### config.mk
export PLATFORM = sky130hd
export DESIGN_NAME = two_colour_blob_centroid
export DESIGN_NICKNAME = d
export VERILOG_FILES = /design/src/tcbc_pkg.sv /design/src/two_colour_blob_centroid.sv /design/src/tcbc_front.sv /design/src/tcbc_fifo.sv /design/src/tcbc_back.sv
export VERILOG_INCLUDE_DIRS = /design/src /design/src/src
export SDC_FILE = /design/constraint.sdc
export NUM_CORES = 2
export LEC_CHECK = 0
export ABC_AREA = 0
export BUFFER_PORTS_ARGS = -buffer_cell sky130_fd_sc_hd__buf_2
export CORE_MARGIN = 2
export CORE_UTILIZATION = 36
export CTS_BUF_LIST = sky130_fd_sc_hd__clkbuf_8
export CTS_CLUSTER_SIZE = 30
export DETAILED_ROUTE_END_ITERATION = 8
export HOLD_SLACK_MARGIN = 0.12
export PLACE_DENSITY = 0.58
export SLEW_MARGIN = 20
export SYNTH_ARGS = -nofsm -noshare
export SYNTH_HDL_FRONTEND = slang
export SYNTH_SLANG_ARGS = --single-unit
export TNS_END_PERCENT = 50
### constraint.sdc
create_clock -name clk_i -period 23.4 [get_ports clk_i]
set_input_delay 1.17 -clock clk_i [delete_from_list [all_inputs] [get_ports clk_i]]
set_output_delay 1.17 -clock clk_i [all_outputs]
set_load 0.02 [all_outputs]
### src/two_colour_blob_centroid_defines.svh
// Assertion helpers for the RTL of the blob centroid block, included by tcbc_back.
`ifndef TWO_COLOUR_BLOB_CENTROID_DEFINES_SVH
`define TWO_COLOUR_BLOB_CENTROID_DEFINES_SVH

// Implication checked at every clock edge outside reset.
`define TCBC_ASSERT_IMP(lbl, ante, cons) \
  lbl: assert property (@(posedge clk_i) disable iff (!rst_ni) (ante) |-> (cons)) \
    else $error("tcbc: implication violated");

// Condition that must never be seen outside reset.
`define TCBC_ASSERT_NEVER(lbl, cond) \
  lbl: assert property (@(posedge clk_i) disable iff (!rst_ni) !(cond)) \
    else $error("tcbc: forbidden condition seen");

`endif

### src/tcbc_pkg.sv
package tcbc_pkg;

  localparam int unsigned SumW   = 30;
  localparam int unsigned CntW   = 21;
  localparam int unsigned PixW   = 10;
  localparam int unsigned CoordW = 11;
  localparam int unsigned BoundW = 24;
  localparam int unsigned CfgAddrW = 3;

  localparam logic [7:0] HueLimit = 8'd179;
  localparam logic [PixW-1:0] CoordLimit = '1;

  // register indexes
  localparam logic [CfgAddrW-1:0] CfgPinkLo   = 3'd0;
  localparam logic [CfgAddrW-1:0] CfgPinkHi   = 3'd1;
  localparam logic [CfgAddrW-1:0] CfgOrangeLo = 3'd2;
  localparam logic [CfgAddrW-1:0] CfgOrangeHi = 3'd3;

  localparam logic [BoundW-1:0] PinkLoReset   = 24'h9D46A0;
  localparam logic [BoundW-1:0] PinkHiReset   = 24'hB3FFFF;
  localparam logic [BoundW-1:0] OrangeLoReset = 24'h055ADF;
  localparam logic [BoundW-1:0] OrangeHiReset = 24'h0FB9FF;

  typedef struct packed {
    logic [SumW-1:0] sum_col;
    logic [SumW-1:0] sum_row;
    logic [CntW-1:0] count;
  } blob_acc_t;

  typedef struct packed {
    blob_acc_t pink;
    blob_acc_t orange;
  } frame_rec_t;

  function automatic logic [7:0] clip_hue(logic [BoundW-1:0] bound);
    logic [7:0] h;
    h = bound[23:16];
    return (h > HueLimit) ? HueLimit : h;
  endfunction

  function automatic logic in_box(logic [BoundW-1:0] lo, logic [BoundW-1:0] hi,
                                  logic [7:0] h, logic [7:0] s, logic [7:0] v);
    return (h >= clip_hue(lo)) && (h <= clip_hue(hi)) &&
           (s >= lo[15:8]) && (s <= hi[15:8]) &&
           (v >= lo[7:0]) && (v <= hi[7:0]);
  endfunction

  // saturating accumulate of one pixel
  function automatic blob_acc_t acc_add(blob_acc_t a, logic [PixW-1:0] c,
                                        logic [PixW-1:0] r);
    logic [SumW:0] sc;
    logic [SumW:0] sr;
    logic [CntW:0] cc;
    blob_acc_t     res;
    sc = {1'b0, a.sum_col} + (SumW+1)'(c);
    sr = {1'b0, a.sum_row} + (SumW+1)'(r);
    cc = {1'b0, a.count} + (CntW+1)'(1);
    res.sum_col = sc[SumW] ? '1 : sc[SumW-1:0];
    res.sum_row = sr[SumW] ? '1 : sr[SumW-1:0];
    res.count   = cc[CntW] ? '1 : cc[CntW-1:0];
    return res;
  endfunction

endpackage

### src/two_colour_blob_centroid.sv
// Two-colour blob centroid tracker.
// Pixel channel: queue style. A pixel (HSV, col, row, end_of_frame) is taken
// on a clock edge with push_i high and full_o low; one pixel per cycle.
// Each pixel is classified against the pink and orange HSV boxes and summed
// in the same cycle. The last pixel of a frame hands the frame totals to a
// two-entry frame queue and clears the sums, so the next frame streams on.
// full_o rises only when two finished frames still wait for the divider.
// Result channel: one result per frame, valid while empty_o is low, taken on
// a clock edge with pop_i high. The divider produces the four centroid
// coordinates at one quotient bit a cycle; when only one colour or none was
// seen, the divider is skipped and the result goes straight to the output.
// A result that is not popped holds the output register and the divider
// waits behind it; the frame queue absorbs up to two more frames.
// Reset restores the default color boxes, clears the sums and sets the stored
// coordinates to -1. Configuration writes (cfg_we_i, cfg_addr_i) act at once.
module two_colour_blob_centroid #(
  parameter int unsigned MAX_WIDTH  = 1024,
  parameter int unsigned MAX_HEIGHT = 1024
) (
  input  logic                                clk_i,
  input  logic                                rst_ni,
  input  logic                                cfg_we_i,
  input  logic [tcbc_pkg::CfgAddrW-1:0]       cfg_addr_i,
  input  logic [tcbc_pkg::BoundW-1:0]         cfg_wdata_i,
  input  logic                                push_i,
  output logic                                full_o,
  input  logic [7:0]                          hue_i,
  input  logic [7:0]                          saturation_i,
  input  logic [7:0]                          brightness_i,
  input  logic [tcbc_pkg::PixW-1:0]           col_i,
  input  logic [tcbc_pkg::PixW-1:0]           row_i,
  input  logic                                end_of_frame_i,
  input  logic                                pop_i,
  output logic                                empty_o,
  output logic                                found_o,
  output logic signed [tcbc_pkg::CoordW-1:0]  front_col_o,
  output logic signed [tcbc_pkg::CoordW-1:0]  front_row_o,
  output logic signed [tcbc_pkg::CoordW-1:0]  back_col_o,
  output logic signed [tcbc_pkg::CoordW-1:0]  back_row_o,
  output logic signed [tcbc_pkg::CoordW-1:0]  mid_col_o,
  output logic signed [tcbc_pkg::CoordW-1:0]  mid_row_o
);
  import tcbc_pkg::*;

  frame_rec_t push_rec, pop_rec;
  logic       rec_push, rec_full, rec_valid, rec_pop;

  tcbc_front #(
    .MAX_WIDTH (MAX_WIDTH),
    .MAX_HEIGHT(MAX_HEIGHT)
  ) u_front (
    .clk_i         (clk_i),
    .rst_ni        (rst_ni),
    .cfg_we_i      (cfg_we_i),
    .cfg_addr_i    (cfg_addr_i),
    .cfg_wdata_i   (cfg_wdata_i),
    .push_i        (push_i),
    .full_o        (full_o),
    .hue_i         (hue_i),
    .saturation_i  (saturation_i),
    .brightness_i  (brightness_i),
    .col_i         (col_i),
    .row_i         (row_i),
    .end_of_frame_i(end_of_frame_i),
    .rec_push_o    (rec_push),
    .rec_o         (push_rec),
    .rec_full_i    (rec_full)
  );

  tcbc_fifo u_fifo (
    .clk_i  (clk_i),
    .rst_ni (rst_ni),
    .push_i (rec_push),
    .data_i (push_rec),
    .full_o (rec_full),
    .pop_i  (rec_pop),
    .valid_o(rec_valid),
    .data_o (pop_rec)
  );

  tcbc_back u_back (
    .clk_i      (clk_i),
    .rst_ni     (rst_ni),
    .rec_valid_i(rec_valid),
    .rec_i      (pop_rec),
    .rec_pop_o  (rec_pop),
    .pop_i      (pop_i),
    .empty_o    (empty_o),
    .found_o    (found_o),
    .front_col_o(front_col_o),
    .front_row_o(front_row_o),
    .back_col_o (back_col_o),
    .back_row_o (back_row_o),
    .mid_col_o  (mid_col_o),
    .mid_row_o  (mid_row_o)
  );

endmodule

### src/tcbc_front.sv
module tcbc_front #(
  parameter int unsigned MAX_WIDTH  = 1024,
  parameter int unsigned MAX_HEIGHT = 1024
) (
  input  logic                          clk_i,
  input  logic                          rst_ni,
  input  logic                          cfg_we_i,
  input  logic [tcbc_pkg::CfgAddrW-1:0] cfg_addr_i,
  input  logic [tcbc_pkg::BoundW-1:0]   cfg_wdata_i,
  input  logic                          push_i,
  output logic                          full_o,
  input  logic [7:0]                    hue_i,
  input  logic [7:0]                    saturation_i,
  input  logic [7:0]                    brightness_i,
  input  logic [tcbc_pkg::PixW-1:0]     col_i,
  input  logic [tcbc_pkg::PixW-1:0]     row_i,
  input  logic                          end_of_frame_i,
  output logic                          rec_push_o,
  output tcbc_pkg::frame_rec_t          rec_o,
  input  logic                          rec_full_i
);
  import tcbc_pkg::*;

  logic [BoundW-1:0] pink_lo_q, pink_hi_q, orange_lo_q, orange_hi_q;
  blob_acc_t         pink_q, orange_q, pink_d, orange_d;
  logic              accept, in_frame, pink_hit, orange_hit;

  assign full_o = rec_full_i;
  assign accept = push_i && !rec_full_i;

  assign in_frame = (32'(col_i) < 32'(MAX_WIDTH)) && (32'(row_i) < 32'(MAX_HEIGHT));
  assign pink_hit = in_frame &&
                    in_box(pink_lo_q, pink_hi_q, hue_i, saturation_i, brightness_i);
  assign orange_hit = in_frame &&
                      in_box(orange_lo_q, orange_hi_q, hue_i, saturation_i, brightness_i);

  assign pink_d   = pink_hit ? acc_add(pink_q, col_i, row_i) : pink_q;
  assign orange_d = orange_hit ? acc_add(orange_q, col_i, row_i) : orange_q;

  // last pixel is counted before the frame totals are handed on
  assign rec_push_o    = accept && end_of_frame_i;
  assign rec_o.pink    = pink_d;
  assign rec_o.orange  = orange_d;

  always_ff @(posedge clk_i or negedge rst_ni) begin
    if (!rst_ni) begin
      pink_lo_q   <= PinkLoReset;
      pink_hi_q   <= PinkHiReset;
      orange_lo_q <= OrangeLoReset;
      orange_hi_q <= OrangeHiReset;
    end else if (cfg_we_i) begin
      case (cfg_addr_i)
        CfgPinkLo:   pink_lo_q   <= cfg_wdata_i;
        CfgPinkHi:   pink_hi_q   <= cfg_wdata_i;
        CfgOrangeLo: orange_lo_q <= cfg_wdata_i;
        CfgOrangeHi: orange_hi_q <= cfg_wdata_i;
        default: ;
      endcase
    end
  end

  always_ff @(posedge clk_i or negedge rst_ni) begin
    if (!rst_ni) begin
      pink_q   <= '0;
      orange_q <= '0;
    end else if (accept) begin
      if (end_of_frame_i) begin
        pink_q   <= '0;
        orange_q <= '0;
      end else begin
        pink_q   <= pink_d;
        orange_q <= orange_d;
      end
    end
  end

endmodule

### src/tcbc_fifo.sv
module tcbc_fifo (
  input  logic                 clk_i,
  input  logic                 rst_ni,
  input  logic                 push_i,
  input  tcbc_pkg::frame_rec_t data_i,
  output logic                 full_o,
  input  logic                 pop_i,
  output logic                 valid_o,
  output tcbc_pkg::frame_rec_t data_o
);
  import tcbc_pkg::*;

  frame_rec_t mem_q [2];
  logic       wr_ptr_q, rd_ptr_q;
  logic [1:0] count_q;
  logic       do_push, do_pop;

  assign full_o  = count_q[1];
  assign valid_o = (count_q != 2'd0);
  assign data_o  = mem_q[rd_ptr_q];
  assign do_push = push_i && !full_o;
  assign do_pop  = pop_i && valid_o;

  always_ff @(posedge clk_i) begin
    if (do_push) begin
      mem_q[wr_ptr_q] <= data_i;
    end
  end

  always_ff @(posedge clk_i or negedge rst_ni) begin
    if (!rst_ni) begin
      wr_ptr_q <= 1'b0;
      rd_ptr_q <= 1'b0;
      count_q  <= 2'd0;
    end else begin
      if (do_push) wr_ptr_q <= !wr_ptr_q;
      if (do_pop)  rd_ptr_q <= !rd_ptr_q;
      case ({do_push, do_pop})
        2'b10:   count_q <= count_q + 2'd1;
        2'b01:   count_q <= count_q - 2'd1;
        default: count_q <= count_q;
      endcase
    end
  end

endmodule

### src/tcbc_back.sv
`include "two_colour_blob_centroid_defines.svh"

module tcbc_back (
  input  logic                                clk_i,
  input  logic                                rst_ni,
  input  logic                                rec_valid_i,
  input  tcbc_pkg::frame_rec_t                rec_i,
  output logic                                rec_pop_o,
  input  logic                                pop_i,
  output logic                                empty_o,
  output logic                                found_o,
  output logic signed [tcbc_pkg::CoordW-1:0]  front_col_o,
  output logic signed [tcbc_pkg::CoordW-1:0]  front_row_o,
  output logic signed [tcbc_pkg::CoordW-1:0]  back_col_o,
  output logic signed [tcbc_pkg::CoordW-1:0]  back_row_o,
  output logic signed [tcbc_pkg::CoordW-1:0]  mid_col_o,
  output logic signed [tcbc_pkg::CoordW-1:0]  mid_row_o
);
  import tcbc_pkg::*;

  typedef enum logic [2:0] {SIdle, SLoad, SDiv, SMid, SOut} state_e;

  localparam int unsigned StepW = $clog2(SumW);
  localparam logic [StepW-1:0] LastStep = StepW'(SumW - 1);

  state_e                    state_q;
  frame_rec_t                rec_q;
  logic [1:0]                sel_q;
  logic [StepW-1:0]          step_q;
  logic [CntW-1:0]           rem_q;
  logic [SumW-1:0]           dvd_q;
  logic [PixW-1:0]           quot_q [4];
  logic signed [CoordW-1:0]  coord_q [6];
  logic                      found_q, out_valid_q;

  logic [CntW-1:0] div_cnt;
  logic [SumW-1:0] div_sum;
  logic [CntW:0]   rem_sh, rem_sub;
  logic            q_bit;
  logic [SumW-1:0] quo;
  logic [PixW-1:0] quo_clip;
  logic [PixW:0]   mid_c_sum, mid_r_sum;
  logic            both_seen;
  logic            out_load;

  assign div_cnt = sel_q[1] ? rec_q.orange.count : rec_q.pink.count;
  always_comb begin
    case (sel_q)
      2'd0:    div_sum = rec_q.pink.sum_col;
      2'd1:    div_sum = rec_q.pink.sum_row;
      2'd2:    div_sum = rec_q.orange.sum_col;
      default: div_sum = rec_q.orange.sum_row;
    endcase
  end

  // one restoring-division step per cycle; quotient shifts into dvd_q
  assign rem_sh   = {rem_q, dvd_q[SumW-1]};
  assign rem_sub  = rem_sh - {1'b0, div_cnt};
  assign q_bit    = (rem_sh >= {1'b0, div_cnt});
  assign quo      = {dvd_q[SumW-2:0], q_bit};
  assign quo_clip = (|quo[SumW-1:PixW]) ? CoordLimit : quo[PixW-1:0];

  assign mid_c_sum = {1'b0, quot_q[0]} + {1'b0, quot_q[2]};
  assign mid_r_sum = {1'b0, quot_q[1]} + {1'b0, quot_q[3]};

  assign both_seen = (rec_i.pink.count != '0) && (rec_i.orange.count != '0);
  assign rec_pop_o = (state_q == SIdle) && rec_valid_i;

  assign empty_o     = !out_valid_q;
  assign out_load    = (state_q == SOut) && (!out_valid_q || pop_i);

  always_ff @(posedge clk_i or negedge rst_ni) begin
    if (!rst_ni) begin
      state_q     <= SIdle;
      sel_q       <= 2'd0;
      step_q      <= '0;
      found_q     <= 1'b0;
      out_valid_q <= 1'b0;
      found_o     <= 1'b0;
      for (int i = 0; i < 6; i++) coord_q[i] <= '1;
    end else begin
      if (out_load) out_valid_q <= 1'b1;
      else if (pop_i) out_valid_q <= 1'b0;
      case (state_q)
        SIdle: begin
          if (rec_valid_i) begin
            rec_q   <= rec_i;
            sel_q   <= 2'd0;
            found_q <= both_seen;
            state_q <= both_seen ? SLoad : SOut;
          end
        end
        SLoad: begin
          rem_q   <= '0;
          dvd_q   <= div_sum;
          step_q  <= '0;
          state_q <= SDiv;
        end
        SDiv: begin
          rem_q  <= q_bit ? rem_sub[CntW-1:0] : rem_sh[CntW-1:0];
          dvd_q  <= quo;
          step_q <= step_q + StepW'(1);
          if (step_q == LastStep) begin
            quot_q[sel_q] <= quo_clip;
            sel_q         <= sel_q + 2'd1;
            state_q       <= (sel_q == 2'd3) ? SMid : SLoad;
          end
        end
        SMid: begin
          for (int i = 0; i < 4; i++) coord_q[i] <= CoordW'(quot_q[i]);
          coord_q[4] <= CoordW'(mid_c_sum[PixW:1]);
          coord_q[5] <= CoordW'(mid_r_sum[PixW:1]);
          state_q    <= SOut;
        end
        SOut: begin
          if (out_load) begin
            found_o     <= found_q;
            front_col_o <= coord_q[0];
            front_row_o <= coord_q[1];
            back_col_o  <= coord_q[2];
            back_row_o  <= coord_q[3];
            mid_col_o   <= coord_q[4];
            mid_row_o   <= coord_q[5];
            state_q     <= SIdle;
          end
        end
        default: state_q <= SIdle;
      endcase
    end
  end

  `TCBC_ASSERT_IMP(a_div_rem_below_count, state_q == SDiv, rem_q < div_cnt)
  `TCBC_ASSERT_NEVER(a_divide_by_zero, (state_q == SDiv) && (div_cnt == '0))
  `TCBC_ASSERT_IMP(a_found_has_coords, !empty_o && found_o,
                   (front_col_o != '1) && (back_row_o != '1) && (mid_row_o != '1))
  `TCBC_ASSERT_IMP(a_mid_between, !empty_o && found_o,
                   (mid_col_o >= front_col_o || mid_col_o >= back_col_o) &&
                   (mid_col_o <= front_col_o || mid_col_o <= back_col_o))

endmodule
==> flow_summary_export.csv <==
group,metric,value,unit
worst_hold_path,holdCritPathClass,"flip-flop to flip-flop",
cts,clk_pin_slew_worst_paths,0.06,ns
run_status,status,"finished, violations left",
power_and_ir_drop,p_leak,0.02009,µW
run,cap_violations,0,
place,dp_slack,18.23,ns
setup_path,worstPathRequired,24.18,ns
place,gp_congestion,0.8677,
synth,synth_fp_nets,4202,
synth,synth-main-ff-cell,"edfxtp_1",
finish,seq_area,27720,µm²
setup_path,cp_max_fo,22,
synth,avgSynthCellArea,11.89,µm²
synth,synth-seq-area-share,0.5924,
sta,min_period,4.921,ns
global_route,antenna_found_initial,4,
drt,dr_total_vias,32090,
cts,cts_tree,"yes",
synth,synth-async-reset-ratio,0.3450,
power_and_ir_drop,powerDensity,100.6,nW/µm²
finish,n_fill_cell,12150,
floorplanning,floorplan.core_area,129300,µm²
sta,rsz0062_at_grt,"no",
drt,ant_nets,0,
run_status,violations,"design-rule violations",
floorplanning,ios,146,
global_route,grt_usage,0.1835,
cts,htreeDepth,4,
global_route,grt_max_degree,163,
synth,yosysTopAreaCellShare,0.4094,
sta,worst_hold_slack,0.4585,ns
floorplanning,die_h,364.5,µm
sta,fin_ws,18.48,ns
global_route,grt_pass1_wl,188.2,mm
synth,yosysUniqueCellTypes,85,
cts,cts_resized,0,
sta,slew_headroom,0.1947,
synth,synth_area_leaders,"edfxtp_1 (41%), dfrtp_1 (11%), dfstp_2 (6.9%)",
synth,synth_most_common_cell,"edfxtp_1",
global_route,grt_overflow,0,
drt,first_pass_iters,9,
drt,drcViolationCount,2,
sta,tns,0,ns
sta,hold_violations,0,
floorplanning,die_width,364.5,µm
floorplanning,initial_utilization,0.3619,
cts,cts_inserted_buffers,167,
setup_path,path_buf_inv,0,
sta,clock-skew-final,0.03894,ns
synth,yosysWarningCount,0,
place,place_inst,5669,
setup_path,critPathCaptureType,"flip-flop",
finish,utilization,0.4078,
setup_path,cpMostUsedCell,"nor2b_1",
setup_path,critPathTopFamily,"compound AO/OA/AOI/OAI gates",
floorplanning,rows,132,
place,portBuffers,145,
finish,multi_input_area,17930,µm²
sta,final-setup-viol-count,0,
drt,drt-vias-per-instance,5.363,
setup_path,arrival,5.70,ns
sta,timing.final.crit_share,0.2103,
synth,synth-edff-count,638,
cts,cts-root-buf,"clkbuf_8",
global_route,grt_pass1_vias,31250,
sta,slew_viol_final,0,
place,dp_hpwl,80.84,mm
finish,fin_cells,5983,
drt,first_iter_violations,2484,
drt,wl,122.4,mm
synth,synth-seq-cells,974,
setup_path,max_stage_delay,0.90,ns
cts,clock_latency,0.89,ns
finish,nNetsFinal,4365,
drt,routedWlPerCell,20.46,µm
power_and_ir_drop,ir_worst_vdd,0.00006585,V
sta,worst_pin_slew,1.195,ns
synth,synth_area,46790,µm²
cts,cts_buffer_depth,3,
synth,syn_inst,3934,
setup_path,crit_chain,"o211a_1 > o21ai_0 > nor2b_1 > ha_1 > nor2b_1 > o211ai_1 > a21oi_1 > a2111oi_2 > o2111a_1 > nand3_1 > and4_1 > a211oi_1",
sta,fmax,203.2,MHz
synth,synth_common_cells,"edfxtp_1 (638), nand2_1 (494), mux2_2 (244)",
finish,synthToLayoutAreaGrowth,12.68,%
floorplanning,dieArea,132900,µm²
setup_path,slowest_stage,"o2111a_1",
finish,drive_gt1_frac,0.2019,
synth,synth_top_cell_by_area,"edfxtp_1",
setup_path,path_class,"flip-flop to flip-flop",
setup_path,start_kind,"flip-flop",
cts,cts_sinks,974,
==> logic make-up (layout without fill, tap and decap cells) <==
logic type                 Yosys count  in the layout  share of synthesized area
muxes                              273            273                    0.06492
and+or+nand+nor                   1198           1198                     0.1239
other                                0              2                          0
buffers and inverters              328            633                    0.02727
adders and majority gates          191            191                    0.05219
xor gates and xnor gates            94             94                    0.01759
DFF                                974            974                     0.5924
AOI/OAI and AO/OA                  876            876                     0.1218
==> worst paths after layout <==
kind,end,slack [ns],cells past startpoint,start
worst max-delay path,u_front.orange_q[78]$_DFFE_PN0P_,18.48,12,u_front.orange_hi_q[19]$_DFFE_PN1P_
worst min-delay path,u_back.coord_q[25]$_DFFE_PN1P_,0.46,2,u_back.coord_q[25]$_DFFE_PN1P_
worst max register to register,u_front.orange_q[78]$_DFFE_PN0P_,18.48,12,u_front.orange_hi_q[19]$_DFFE_PN1P_
worst min register to register,u_back.coord_q[25]$_DFFE_PN1P_,0.46,2,u_back.coord_q[25]$_DFFE_PN1P_
max in group asynchronous,u_front.orange_lo_q[5]$_DFFE_PN0P_,20.76,4,rst_ni
min in group asynchronous,u_front.pink_hi_q[19]$_DFFE_PN0P_,0.69,2,rst_ni
==> worst reg2reg max path, cell delays in order (launching register included) <==
cell,delay (ns)
dfstp_2,0.37
o211a_1,0.21
o21ai_0,0.36
nor2b_1,0.19
ha_1,0.24
nor2b_1,0.13
o211ai_1,0.15
a21oi_1,0.10
a2111oi_2,0.53
o2111a_1,0.90
nand3_1,0.90
and4_1,0.51
a211oi_1,0.22
==> cell type report <==
type / count / share of cell area
sequential: 974 / 0.5257
multi-input combinational: 2632 / 0.3400
clock buffer: 178 / 0.04646
tap: 1742 / 0.04133
timing repair buffer: 198 / 0.02233
clock inverter: 133 / 0.01523
inverter: 124 / 0.008827
antenna: 2 / 0.00009491
==> cell usage in the layout (no fill, tap or decap), drive strengths merged, types with 184 or more instances in the layout <==
cell type / instances
edfxtp: 638
nand2: 494
mux2: 244
a21oi: 242
dfrtp: 214
o21ai: 209
inv: 199
buf: 197
nor2: 192
ha: 184
==> metal layers <==
metal | up-vias | track usage | part of all wire
met5 | - | 0 | 0.000098
met4 | 2 | 0.05461 | 0.022
met3 | 180 | 0.03638 | 0.057
met2 | 956 | 0.2890 | 0.46
met1 | 15850 | 0.2557 | 0.46
li1 | 15110 | - | -
==> through the flow <==
| step | cell area [µm²] | power [µW] |
|---|---|---|
| after CTS | 52720 | 5363 |
| after floorplan | 46790 | 3436 |
| after detailed placement | 49460 | 3842 |
| final | 52730 | 5304 |
| after global routing | 52730 | 5611 |
| after global placement | 49460 | 3821 |
==> power breakdown <==
group | internal (µW) | switching, µW
clock network | 779 | 720
logic | 492 | 836
registers | 2300 | 173
==> registers in the layout, indices dropped and copies added, names as in the netlist, 2 cells and up <==
signal,cells
u_front.pink_hi_q,24
u_fifo.count_q,2
u_front.orange_hi_q,24
u_back.front_col_o,10
u_back.step_q,5
u_back.rem_q,21
u_front.orange_lo_q,24
u_back.coord_q,61
u_back.quot_q,40
u_front.pink_q,81
u_fifo.mem_q,324
u_back.back_row_o,10
u_back.sel_q,2
u_back.mid_row_o,10
u_front.orange_q,81
u_back.back_col_o,11
u_back.dvd_q,30
u_back.state_q,3
u_back.mid_col_o,10
u_back.rec_q,162
u_back.front_row_o,10
u_front.pink_lo_q,24
==> timing repair <==
action / CTS / global route
buffers inserted: 0 / 0
hold endpoints to repair: 1 / 0
hold buffers: 1 / 0
Note: power is estimated with default switching activity, not from simulation.
